==> src/rtl/core/peak_charge_gate_accumulator_assert.svh <==
// ----------------------------------------------------------------------------
// Assertion macros for the peak charge gate accumulator
// Two property forms, sampled on the rising clock edge and muted during reset.
// ----------------------------------------------------------------------------
`ifndef PEAK_CHARGE_GATE_ACCUMULATOR_ASSERT_SVH
`define PEAK_CHARGE_GATE_ACCUMULATOR_ASSERT_SVH

`ifndef ASSERT_OFF
// same-cycle implication
`define ASSERT_IMPLIES(lbl, clk, rst, ante, cons) \
  lbl: assert property (@(posedge clk) disable iff (rst) (ante) |-> (cons)) \
    else $error("assertion failed: same-cycle implication");
// next-cycle implication
`define ASSERT_NEXT(lbl, clk, rst, ante, cons) \
  lbl: assert property (@(posedge clk) disable iff (rst) (ante) |=> (cons)) \
    else $error("assertion failed: next-cycle implication");
`else
`define ASSERT_IMPLIES(lbl, clk, rst, ante, cons)
`define ASSERT_NEXT(lbl, clk, rst, ante, cons)
`endif

`endif

==> src/rtl/core/pcga_pkg.sv <==
// ----------------------------------------------------------------------------
// pcga_pkg
// Shared widths, request codes and types of the peak charge gate accumulator.
// ----------------------------------------------------------------------------
package pcga_pkg;

  localparam int ADC_W   = 10;  // raw sample
  localparam int CHAN_W  = 7;   // channel / entry field
  localparam int MEAN_W  = 14;  // Q10.4 pedestal mean and mean charge
  localparam int SIGMA_W = 12;  // Q8.4 pedestal sigma
  localparam int CUT_W   = 8;   // Q4.4 sigma cut
  localparam int SUM_W   = 32;  // charge sum
  localparam int HIT_W   = 16;  // reported hit count
  localparam int PED_W   = MEAN_W + SIGMA_W;

  localparam int DEF_CHANNELS   = 64;
  localparam int DEF_COUNT_BITS = 16;

  localparam logic [CUT_W-1:0]  SIGMA_CUT_RESET = CUT_W'(48);
  localparam logic [MEAN_W-1:0] MEAN_MAX        = '1;

  typedef enum logic [1:0] {
    REQ_SAMPLE = 2'd0,
    REQ_LOAD   = 2'd1,
    REQ_READ   = 2'd2,
    REQ_NONE   = 2'd3
  } req_t;

  // end of a clock train, as seen by the accumulate path
  typedef struct packed {
    logic             fire;
    logic [ADC_W-1:0] peak;
    logic             flag;
  } train_end_t;

endpackage

==> src/rtl/core/pcga_gate.sv <==
// ----------------------------------------------------------------------------
// pcga_gate
// Pedestal subtraction, sigma gate and saturating accumulate of one entry.
// ----------------------------------------------------------------------------
module pcga_gate
  import pcga_pkg::*;
#(
  parameter int COUNT_BITS = DEF_COUNT_BITS
) (
  input  logic [ADC_W-1:0]            peak,
  input  logic [CUT_W-1:0]            sigma_cut,
  input  logic [PED_W-1:0]            ped_word,   // {mean, sigma}
  input  logic [SUM_W+COUNT_BITS-1:0] acc_word,   // {count, sum}
  output logic                        hit,
  output logic [SUM_W+COUNT_BITS-1:0] acc_new
);

  localparam int DIFF_W = MEAN_W + 2;
  localparam int THR_W  = CUT_W + SIGMA_W;

  logic [MEAN_W-1:0]     ped_mean;
  logic [SIGMA_W-1:0]    ped_sigma;
  logic [SUM_W-1:0]      sum;
  logic [COUNT_BITS-1:0] count;
  logic [DIFF_W-1:0]     diff;
  logic [MEAN_W-1:0]     charge;
  logic [THR_W-1:0]      thr;
  logic [THR_W-1:0]      charge_q8;
  logic [SUM_W:0]        sum_wide;
  logic [SUM_W-1:0]      sum_next;
  logic [COUNT_BITS-1:0] count_next;

  always_comb begin
    ped_mean  = ped_word[PED_W-1:SIGMA_W];
    ped_sigma = ped_word[SIGMA_W-1:0];
    sum       = acc_word[SUM_W-1:0];
    count     = acc_word[SUM_W+COUNT_BITS-1:SUM_W];

    // Q.4 charge; sign bit is the top of diff
    diff      = {2'b00, peak, 4'b0000} - {2'b00, ped_mean};
    charge    = diff[MEAN_W-1:0];
    thr       = THR_W'(sigma_cut) * THR_W'(ped_sigma);
    charge_q8 = THR_W'({charge, 4'b0000});
    hit       = !diff[DIFF_W-1] && (diff != '0) && (charge_q8 > thr);

    sum_wide  = {1'b0, sum} + (SUM_W + 1)'(charge);
    sum_next  = sum_wide[SUM_W] ? '1 : sum_wide[SUM_W-1:0];
    count_next = (count == '1) ? count : count + 1'b1;
    acc_new   = {count_next, sum_next};
  end

endmodule

==> config.mk <==
export PLATFORM = sky130hd
export DESIGN_NAME = pcga_gate
export DESIGN_NICKNAME = d
export VERILOG_FILES = /design/src/rtl/core/peak_charge_gate_accumulator_assert.svh /design/src/rtl/core/pcga_pkg.sv /design/src/rtl/core/pcga_gate.sv
export SDC_FILE = /design/constraint.sdc
export NUM_CORES = 1
export LEC_CHECK = 0
export BUFFER_PORTS_ARGS = -buffer_cell sky130_fd_sc_hd__buf_2
export CORE_UTILIZATION = 30
export DETAILED_ROUTE_END_ITERATION = 7
export RECOVER_POWER = 100
export SLEW_MARGIN = 20
export SYNTH_ARGS = -nofsm -noshare
export SYNTH_HDL_FRONTEND = slang
export SYNTH_SLANG_ARGS = --single-unit
==> constraint.sdc <==
create_clock -name vclk -period 10.5
set_input_delay 0.525 -clock vclk [all_inputs]
set_output_delay 0.525 -clock vclk [all_outputs]
set_load 0.005 [all_outputs]
# [Yosys cells after proc, flatten, opt, wreduce, memory -nomap -nowiden]
# Cells that the tools add are included.
[op_classes] reduce_logical=4 order_cmp=1 addsub=3 n_mux=2 n_mul=1 eq_ne=1
[ops] operator="32-bit by 14-bit adder with 33-bit output" count=1
[ops] operator="32-bit two-way mux" count=1
[ops] operator="18-bit by 20-bit > comparator with 1-bit output" count=1
[ops] operator="8-bit by 12-bit multiplier with 20-bit output" count=1
[ops] operator="16-bit by 1-bit adder with 16-bit output (second input constant)" count=1
[ops] operator="16-bit equality test (second input constant)" count=1
[ops] operator="16-bit two-way mux" count=1
[ops] operator="16-bit nonzero test" count=1
[ops] operator="14-bit by 14-bit subtractor with 15-bit output" count=1
[ops] operator="1-bit logical AND" count=2
[ops] operator="1-bit logical NOT" count=1
[word_totals] regBits=0 output_inout_bits=49 input_bits=92 elab_cells=12

# [Logic depth before layout (Yosys ltp)]
# Gate-level depths: netlist of run 1.
[depth] depth_word=4 ltp_mapped=26

# [Worst setup path before layout of run 1]
# OpenSTA, ideal clock, no wires.
[synth_path] kind="input to output" from="input port sigma_cut[7]" to="output port hit" t_arrival_ns=5.603 cell_stages=25 slack_ns=4.372 t_required_ns=9.975 path_cell_list="clkbuf_1 -> nand2_1 -> fa_1 -> fa_1 -> inv_1 -> fa_1 -> inv_1 -> fa_1 -> inv_1 -> ha_1 -> o21a_1 -> nor2_1 -> a211oi_1 -> o311ai_0 -> nand2b_1 -> a21oi_1 -> xor2_1 -> ha_1 -> nand2_1 -> nor2_1 -> o21ai_0 -> a21oi_1 -> or3_1 -> o2111ai_1 -> a311oi_1"
[synth_between] elab_chain_len=3
[synth_rtl] element="start, declared" line_no="pcga_gate.sv:11" rtl="input logic [CUT_W-1:0] sigma_cut,"
[synth_rtl] element="8-bit by 12-bit multiplier with 20-bit output" line_no="pcga_gate.sv:42" rtl="thr = THR_W'(sigma_cut) * THR_W'(ped_sigma);"
[synth_rtl] element="18-bit by 20-bit > comparator with 1-bit output" line_no="pcga_gate.sv:44" rtl="hit = !diff[DIFF_W-1] && (diff != '0) && (charge_q8 > thr);"
[synth_rtl] element="1-bit logical AND" line_no="pcga_gate.sv:44"
[synth_rtl] element="end, declared" line_no="pcga_gate.sv:14" rtl="output logic hit,"
# No other way between the ends.

# [Worst setup path after layout of run 1]
# Same ends and word-level chain as after synthesis.

==> results.md, run 1 <==
* Status: finished, final reports clean
* Top layer in use: met4
* Lkg Pwr at 3.23 nW
* Crit path from: sigma_cut[7]
* Met3 WL at 429 µm
* Fillcell total at 1,924
* Worst path required time at 9.98 ns
* Max Slew Vio Count at 0
* IO Port Bufs at 141
* Worst slew pin tran at 0.883 ns
* Synth cell types at 54
* Post-route ant nets at 0
* Cells after synthesis at 711
* Met1 wire length at 6.65 mm
* Number of hold buffers added after cts at 0
* Ports at 141
* VDD IR-drop max at 0.0923 mV
* Fin nets at 1,077
* Worst min path class: in2out
* Drt wl/cell at 13.2 µm
* Crit end category: output pin
* CLK BUF at 0
* FP Rows at 48
* Seq/Total Area, Yosys at 0
* RSZ-0062 raised after global routing: false
* Share of cells above drive strength 1 at 0.138
* Setup bufs post-CTS at 0
* YS warnings at 0
* Die height at 137 µm
* Critical path arrival at 6.26 ns
* First-pass GRT wire length at 23.2 mm
* Max transition margin at 0.408
* Final Cycle Share at 0.646
* Post-synthesis net count at 944
* Critical path fanouts, max at 12
* FF/Latch Area at 0 µm²
* CP Launch Type: input port
* Final wirelength at 14.1 mm
* Initial core utilization at 0.311
* Core Util, Final at 0.363
* Die footprint at 18,700 µm²
* Die width at 137 µm
* Total of max-cap violations at 0
* Largest net degree at the start of global routing at 28
* Post-cts sizing count at 0
* Number of flip-flops and latches at 0
* Final Critical Period at 6.79 ns
* Hold Crit Start: acc_word[38]
* Setup-failing EPs final at 0
* Core area at 17,500 µm²
* Cell Area, Synth at 5460 µm²
* Area delta synth->final at 16.6%
* Via count at 5,242
* WL met2 at 6.95 mm
* GRT Residual Overflow at 0
* GRT Total Usage at 0.151
* Dpl hpwl at 12.4 mm
* # DRC at 0
* Top post-synthesis cells by area: fa_1 22%, ha_1 18%, and2_1 9.3%, inv_1 7.2%, nand2_1 4.3%
* Drt first-iter violations at 251
* Initial antenna violation count at 1
* Fin worst setup slack at 3.71 ns
* GPL Wtd Cong at 0.836
* Class of the most critical setup path: in2out
* Number of global-route vias before repair at 4,952
* Largest area contributor in the synthesized netlist: fa_1
* Final hold violations at 0
* Top cell type's share of synthesized area at 0.224
* Max frequency at 0.147 GHz
* Pwr dens at 148 nW/µm²
* Vias per cell at 4.91
* DRT Pass-1 Iters at 4
* Setup TNS at 0 ns
* Pre-CTS WS at 3.91 ns
* Synth Area per Inst at 7.68 µm²
report_power, final:
group / internal, mW / switching, mW
Combinational: 0.413 / 0.532
Sequential: 0 / 0
Clock: 0.0000000128 / 0
Total: 0.413 / 0.532
synthesized netlist by cell type, types with 5 or more instances:
| library cell | instances |
|---|---|
| a21oi_1 | 45 |
| o21ai_0 | 22 |
| o21a_1 | 10 |
| nor2b_1 | 5 |
| xnor2_1 | 25 |
| ha_1 | 80 |
| xor2_1 | 22 |
| a31oi_1 | 9 |
| nor2_1 | 27 |
| nand3_1 | 20 |
| a21o_1 | 10 |
| and2_1 | 81 |
| nand2b_1 | 6 |
| nor3_1 | 16 |
| nand2_1 | 62 |
| nand4_1 | 7 |
| and4_1 | 6 |
| a211oi_1 | 11 |
| fa_1 | 61 |
| clkbuf_1 | 11 |
| inv_1 | 104 |
| o21bai_1 | 7 |
| and3_1 | 14 |
critical path: stages:
cell and delay (ns):
clkbuf_1 0.34, nand2_1 0.14, fa_1 0.53, fa_1 0.55, inv_1 0.06, fa_1 0.52
inv_1 0.05, fa_1 0.53, inv_1 0.04, ha_1 0.33, o21a_1 0.18, nor2_1 0.12
a211oi_1 0.10, o311ai_0 0.56, nand2b_1 0.10, a21oi_1 0.18, xor2_1 0.09, ha_1 0.29
nand2_1 0.05, nor2_1 0.12, o21ai_0 0.09, a21oi_1 0.12, or3_1 0.13, o2111ai_1 0.10
a311oi_1 0.23, buf_2 0.17
routing by layer:
| metal | GRT usage | vias to the layer above |
|---|---|---|
| met5 | 0 | - |
| met4 | 0.00977 | 0 |
| met3 | 0.00444 | 6 |
| met2 | 0.273 | 92 |
| met1 | 0.208 | 2457 |
| li1 | - | 2687 |
cell type report:
cell class         instances  area [µm²]  share of cell area
diodes                     1        2.50            0.000393
inverters                104         390              0.0613
multi-input cells        596        5030               0.790
well taps                225         282              0.0442
repair buffers           142         666               0.105
cells in the final DEF, fill, tap and decap left out, drive strengths merged, types with 22 or more instances in the layout:
cell,instances
inv,104
a21oi,45
and2,81
buf,103
ha,80
xnor2,25
o21ai,22
nand2,62
fa,61
clkbuf,39
xor2,22
nor2,27
kinds of logic after synthesis:
family | synth area share
buffers and inverters | 0.0791
xor gates and xnor gates | 0.0754
AOI/OAI and AO/OA | 0.168
muxes | 0.00802
and+or+nand+nor | 0.262
adders and majority gates | 0.407
through the flow:
step | std cells | area, µm² | total power, mW | hold WS, ns
floorplan | 711 | 5460 | 0.716 | 1.10
global placement | 1066 | 6400 | 0.949 | 1.33
detailed placement | 1066 | 6400 | 0.948 | 1.32
CTS | 1066 | 6400 | 0.957 | 1.33
global route | 1068 | 6370 | 1.09 | 1.34
finish | 1068 | 6370 | 0.945 | 1.31
path summary, 6_finish.rpt:
| path | to | slack (ns) | depth (start not counted) |
|---|---|---|---|
| setup / recovery | hit | 3.71 | 26 |
| hold / removal | acc_new[38] | 1.31 | 3 |
No activity file was read; power rests on OpenSTA's default activity.
==> run 2: changes to the inputs <==
Clock period 10.5 ns to 6.25 ns, I/O delays scaled along.
==> run 2 against run 1 <==
Compared with the run above:
- non-clock buffer count rose by 7
- cell count rose by 0.75%
- cell area rose by 2.3%
- global-route usage rose by 0.45 points
- via count rose by 1.9%
- die area did not move
- sequential cell count did not move
- critical path depth rose by 1
- combinational power rose by 84%
- worst hold slack got worse by 0.43 ns
- sequential share of layout area did not move
==> results.md, run 2 (synthesized netlist as in run 1, its figures left out) <==
* Buf/Inv on CP at 6 (was 5)
* Hold depth at 3 (unchanged)
* Fin Hold WS at 0.881 ns (was 1.31 ns)
* Initial core utilization at 0.311 (unchanged)
* Placed cell area at 6460 µm² (was 6400 µm²)
* Fin cells at 1,076 (was 1,068)
* Class of the most critical setup path: in2out (unchanged)
* Crit path from: ped_word[6] (was sigma_cut[7])
* Worst path required time at 5.94 ns (was 9.98 ns)
* Met3 Usage GRT at 0.00407 (was 0.00444)
* Critical path fanouts, max at 8 (was 12)
* Core Util, Final at 0.371 (was 0.363)
* Max transition margin at 0.396 (was 0.408)
* Cells after DPL at 1,073 (was 1,066)
* Final Cycle Share at 0.951
* Worst slew pin tran at 0.901 ns (was 0.883 ns)
* CP delay by family, top: adder cells (unchanged)
* Worst min path class: in2out (unchanged)
* Final instance area at 6510 µm² (was 6370 µm²)
* Fin nets at 1,084 (was 1,077)
* CP max-delay cell: fa_1 (was o311ai_0)
* IO Port Bufs at 141 (unchanged)
* Critical path arrival at 5.63 ns (was 6.26 ns)
* Met2 usage at 0.279 (was 0.273)
* CLK BUF at 0 (unchanged)
* Core area at 17,500 µm² (unchanged)
* Post-route ant nets at 0 (unchanged)
* Dpl hpwl at 12.5 mm (was 12.4 mm)
* DRT Pass-1 Iters at 6 (was 4)
* Largest net degree at the start of global routing at 20 (was 28)
* Die height at 137 µm (unchanged)
* Final wirelength at 14.4 mm (was 14.1 mm)
* Status: finished, final reports clean (unchanged)
* # DRC at 0 (unchanged)
* Initial antenna violation count at 2 (was 1)
* First-pass GRT wire length at 24.1 mm (was 23.2 mm)
* Drt first-iter violations at 280 (was 251)
* Fillcell total at 1,899 (was 1,924)
* Most frequent cells in the layout: 104 x inv_1, 100 x buf_2, 79 x and2_1 (was 104 x inv_1, 103 x buf_2, 80 x ha_1)
* Final hold violations at 0 (unchanged)
* Hold Crit Start: acc_word[38] (unchanged)
* Area delta synth->final at 19.3% (was 16.6%)
* GR peak layer: met2 (unchanged)
* GRT Total Usage at 0.156 (was 0.151)
* Die width at 137 µm (unchanged)
* Share of cells above drive strength 1 at 0.164 (was 0.138)
* Ports at 141 (unchanged)
* Crit end category: output pin (unchanged)
* CP Launch Type: input port (unchanged)
* Setup-failing EPs final at 0 (unchanged)
* GRT met1 Usage at 0.216 (was 0.208)
* Vias per cell at 4.96 (was 4.91)
* Total of max-cap violations at 0 (unchanged)
* Number of flip-flops and latches at 0 (unchanged)
* Setup TNS at 0 ns (unchanged)
* Max incr delay on CP at 0.53 ns (was 0.56 ns)
* Max frequency at 0.168 GHz
* Via count at 5,342 (was 5,242)
* GPL Wtd Cong at 0.828 (was 0.836)
* GRT Residual Overflow at 0 (unchanged)
* Most common cell after layout, fill and taps aside: inv_1 (unchanged)
* Drt wl/cell at 13.4 µm (was 13.2 µm)
* Lkg Pwr at 3.27 nW (was 3.23 nW)
* VDD IR-drop max at 0.178 mV (was 0.0923 mV)
* Final Critical Period at 5.94 ns
* Critical path depth in cells at 27 (was 26)
* Max Slew Vio Count at 0 (unchanged)
* FP Rows at 48 (unchanged)
* Pwr dens at 267 nW/µm² (was 148 nW/µm²)
* FF/Latch Area at 0 µm² (unchanged)
* Number of global-route vias before repair at 5,025 (was 4,952)
* Die footprint at 18,700 µm² (unchanged)
-- run 2: cell count changes in the layout (fill, tap and decap cells not counted), sizes merged --
cell    previous run  this run
buf              103       107
clkbuf            39        42
diode              1         2
-- run 2: area by class of cell --
| class | count | area [µm²] | area share |
|---|---|---|---|
| Multi-Input combinational cell | 596 | 5110 | 0.785 |
| Timing Repair Buffer | 149 | 726 | 0.111 |
| Inverter | 104 | 390 | 0.0600 |
| Tap cell | 225 | 282 | 0.0432 |
| Antenna cell | 2 | 5.00 | 0.000769 |
-- run 2: what timing repair did --
action | CTS | global route
hold buffers | 0 | 0
buffers inserted | 0 | 1
resized for setup | 0 | 22
endpoints found under the setup margin | 0 | 1
-- run 2: per-layer routing --
metal / vias up / wire [µm]
met3: 8 / 572
met1: 2508 / 6630
met4: 0 / 121
met5: - / 0
met2: 121 / 7090
li1: 2705 / -
-- run 2: through the flow --
step	power (mW)	setup WS [ns]
floorplan	1.20	0.547
global placement	1.63	0.180
detailed placement	1.63	0.0628
CTS	1.65	0.0175
global route	2.00	-0.0141
finish	1.74	0.309
-- run 2: power by group --
group            total (mW)  internal [mW]  leakage (nW)  switching, mW
Sequential                0              0             0              0
Combinational          1.74          0.772          3.27          0.964
Clock          0.0000000428   0.0000000428     0.0000127              0
-- run 2: path summary, 6_finish.rpt --
path	end	slack [ns]
hold / removal	acc_new[38]	0.88
setup / recovery	hit	0.31
==> run 3: changes to the inputs <==
Settings changed: CORE_MARGIN from default to 2.
==> run 3 against run 2 <==
Compared with the run above:
- power decreased by 0.37%
- wire length down 0.54%
- combinational power about the same
- worst hold slack got worse by 0.0035 ns
- highest routed layer unchanged
- global-route usage is 1.4 points lower
- non-clock buffer count increased by 2
==> results.md, run 3 (synthesized netlist as in run 1, its figures left out) <==
* Status: finished, final reports clean (unchanged)
* FP Rows at 49 (was 48)
* Met3 Usage GRT at 0.00414 (was 0.00407)
* Die width at 139 µm (was 137 µm)
* Vias per cell at 4.84 (was 4.96)
* Lkg Pwr at 3.29 nW (was 3.27 nW)
* FF/Latch Area at 0 µm² (unchanged)
* Max frequency at 0.168 GHz (about the same)
* CLK BUF at 0 (unchanged)
* Share of cells above drive strength 1 at 0.166 (was 0.164)
* GPL Wtd Cong at 0.891 (was 0.828)
* Fin cells at 1,081 (was 1,076)
* Final Cycle Share at 0.951 (about the same)
* Worst slew pin tran at 0.844 ns (was 0.901 ns)
* CP Launch Type: input port (unchanged)
* Core area at 17,900 µm² (was 17,500 µm²)
* Worst path most repeated cell: fa_1
* Max transition margin at 0.434 (was 0.396)
* Max Slew Vio Count at 0 (unchanged)
* Final Critical Period at 5.94 ns (about the same)
* GR peak layer: met2 (unchanged)
* Drt wl/cell at 13.3 µm (was 13.4 µm)
* Die footprint at 19,300 µm² (was 18,700 µm²)
* Area delta synth->final at 19.7% (was 19.3%)
* CP max-delay cell: fa_1 (unchanged)
* Met2 usage at 0.261 (was 0.279)
* Most frequent cells in the layout: 104 x inv_1, 99 x buf_2, 80 x and2_1 (was 104 x inv_1, 100 x buf_2, 79 x and2_1)
* Total of max-cap violations at 0 (unchanged)
* Ports at 141 (unchanged)
* Fin worst setup slack at 0.308 ns (was 0.309 ns)
* Final hold violations at 0 (unchanged)
* Total power at 1.73 mW (was 1.74 mW)
* Final wirelength at 14.3 mm (was 14.4 mm)
* Fin Hold WS at 0.877 ns (was 0.881 ns)
* Dpl hpwl at 12.4 mm (was 12.5 mm)
* Class of the most critical setup path: in2out (unchanged)
* Number of global-route vias before repair at 5,051 (was 5,025)
* Die height at 139 µm (was 137 µm)
* VDD IR-drop max at 0.186 mV (was 0.178 mV)
* Largest net degree at the start of global routing at 17 (was 20)
* Crit end category: output pin (unchanged)
* Worst min path class: in2out (unchanged)
* Drt first-iter violations at 178 (was 280)
* GRT Total Usage at 0.141 (was 0.156)
* Fin nets at 1,086 (was 1,084)
* Worst path required time at 5.94 ns (about the same)
* Initial antenna violation count at 1 (was 2)
* Critical path arrival at 5.63 ns (about the same)
* First-pass GRT wire length at 23.5 mm (was 24.1 mm)
* Post-route ant nets at 0 (unchanged)
* # DRC at 0 (unchanged)
* GRT met1 Usage at 0.194 (was 0.216)
* Setup-failing EPs final at 0 (unchanged)
* Via count at 5,229 (was 5,342)
* Most common cell after layout, fill and taps aside: inv_1 (unchanged)
* Critical path fanouts, max at 12 (was 8)
* Initial core utilization at 0.305 (was 0.311)
* Core Util, Final at 0.365 (was 0.371)
* GRT Residual Overflow at 0 (unchanged)
* Pwr dens at 265 nW/µm² (was 267 nW/µm²)
* IO Port Bufs at 141 (unchanged)
* Max incr delay on CP at 0.55 ns (was 0.53 ns)
* Pre-CTS WS at 0.132 ns (was 0.0628 ns)
* Cells after DPL at 1,078 (was 1,073)
* Number of flip-flops and latches at 0 (unchanged)
* DRT Pass-1 Iters at 4 (was 6)
## run 3: changes by cell type in the layout (fill, tap and decap cells not counted), sizes merged
cell,before,now
buf,107,108
clkbuf,42,43
diode,2,1
## run 3: power by group
group / total [mW] / switching [mW] / internal (mW) / leakage, nW
sequential: 0 / 0 / 0 / 0
clock: 0.0000000215 / 0 / 0.0000000215 / 0.00000634
combinational: 1.73 / 0.952 / 0.778 / 3.29
total: 1.73 / 0.952 / 0.778 / 3.29
## run 3: repair_timing
item | in CTS | in global routing
hold buffers | 0 | 0
setup buffers | 0 | 2
gates resized for setup | 0 | 22
endpoints found under the hold margin | 0 | 0
setup endpoints to repair | 0 | 1
## run 3: area by class of cell
class	instances	area [µm²]
Antenna cell	1	2.50
Fill cell	1913	11400
Inverter	104	390
Multi-Input combinational cell	596	5100
Tap cell	229	287
Timing Repair Buffer	151	749
## run 3: layer usage
metal  part of all wire  vias to the layer above
met5                  0                        -
met4             0.0043                        0
met1               0.47                     2425
li1                   -                     2711
met3              0.025                        6
met2               0.50                       87
## run 3: path summary, 6_finish.rpt
check	start	endpoint	slack (ns)	cells after the start
setup / recovery	sigma_cut[4]	hit	0.31	25
hold / removal	acc_word[38]	acc_new[38]	0.88	3
## run 3: through the flow
step,TNS (ns),cell area [µm²]
after floorplan,0,5460
after global placement,0,6470
after detailed placement,0,6470
after CTS,0,6470
after global routing,-0.0134,6530
final,0,6530
## run 3: critical path: cells and delay by family
kind	cells	cell delay, ns
simple gates	3	0.58
buf+inv	4	0.42
xor+xnor	1	0.18
compound gates	11	1.62
fa+ha+maj	6	2.51
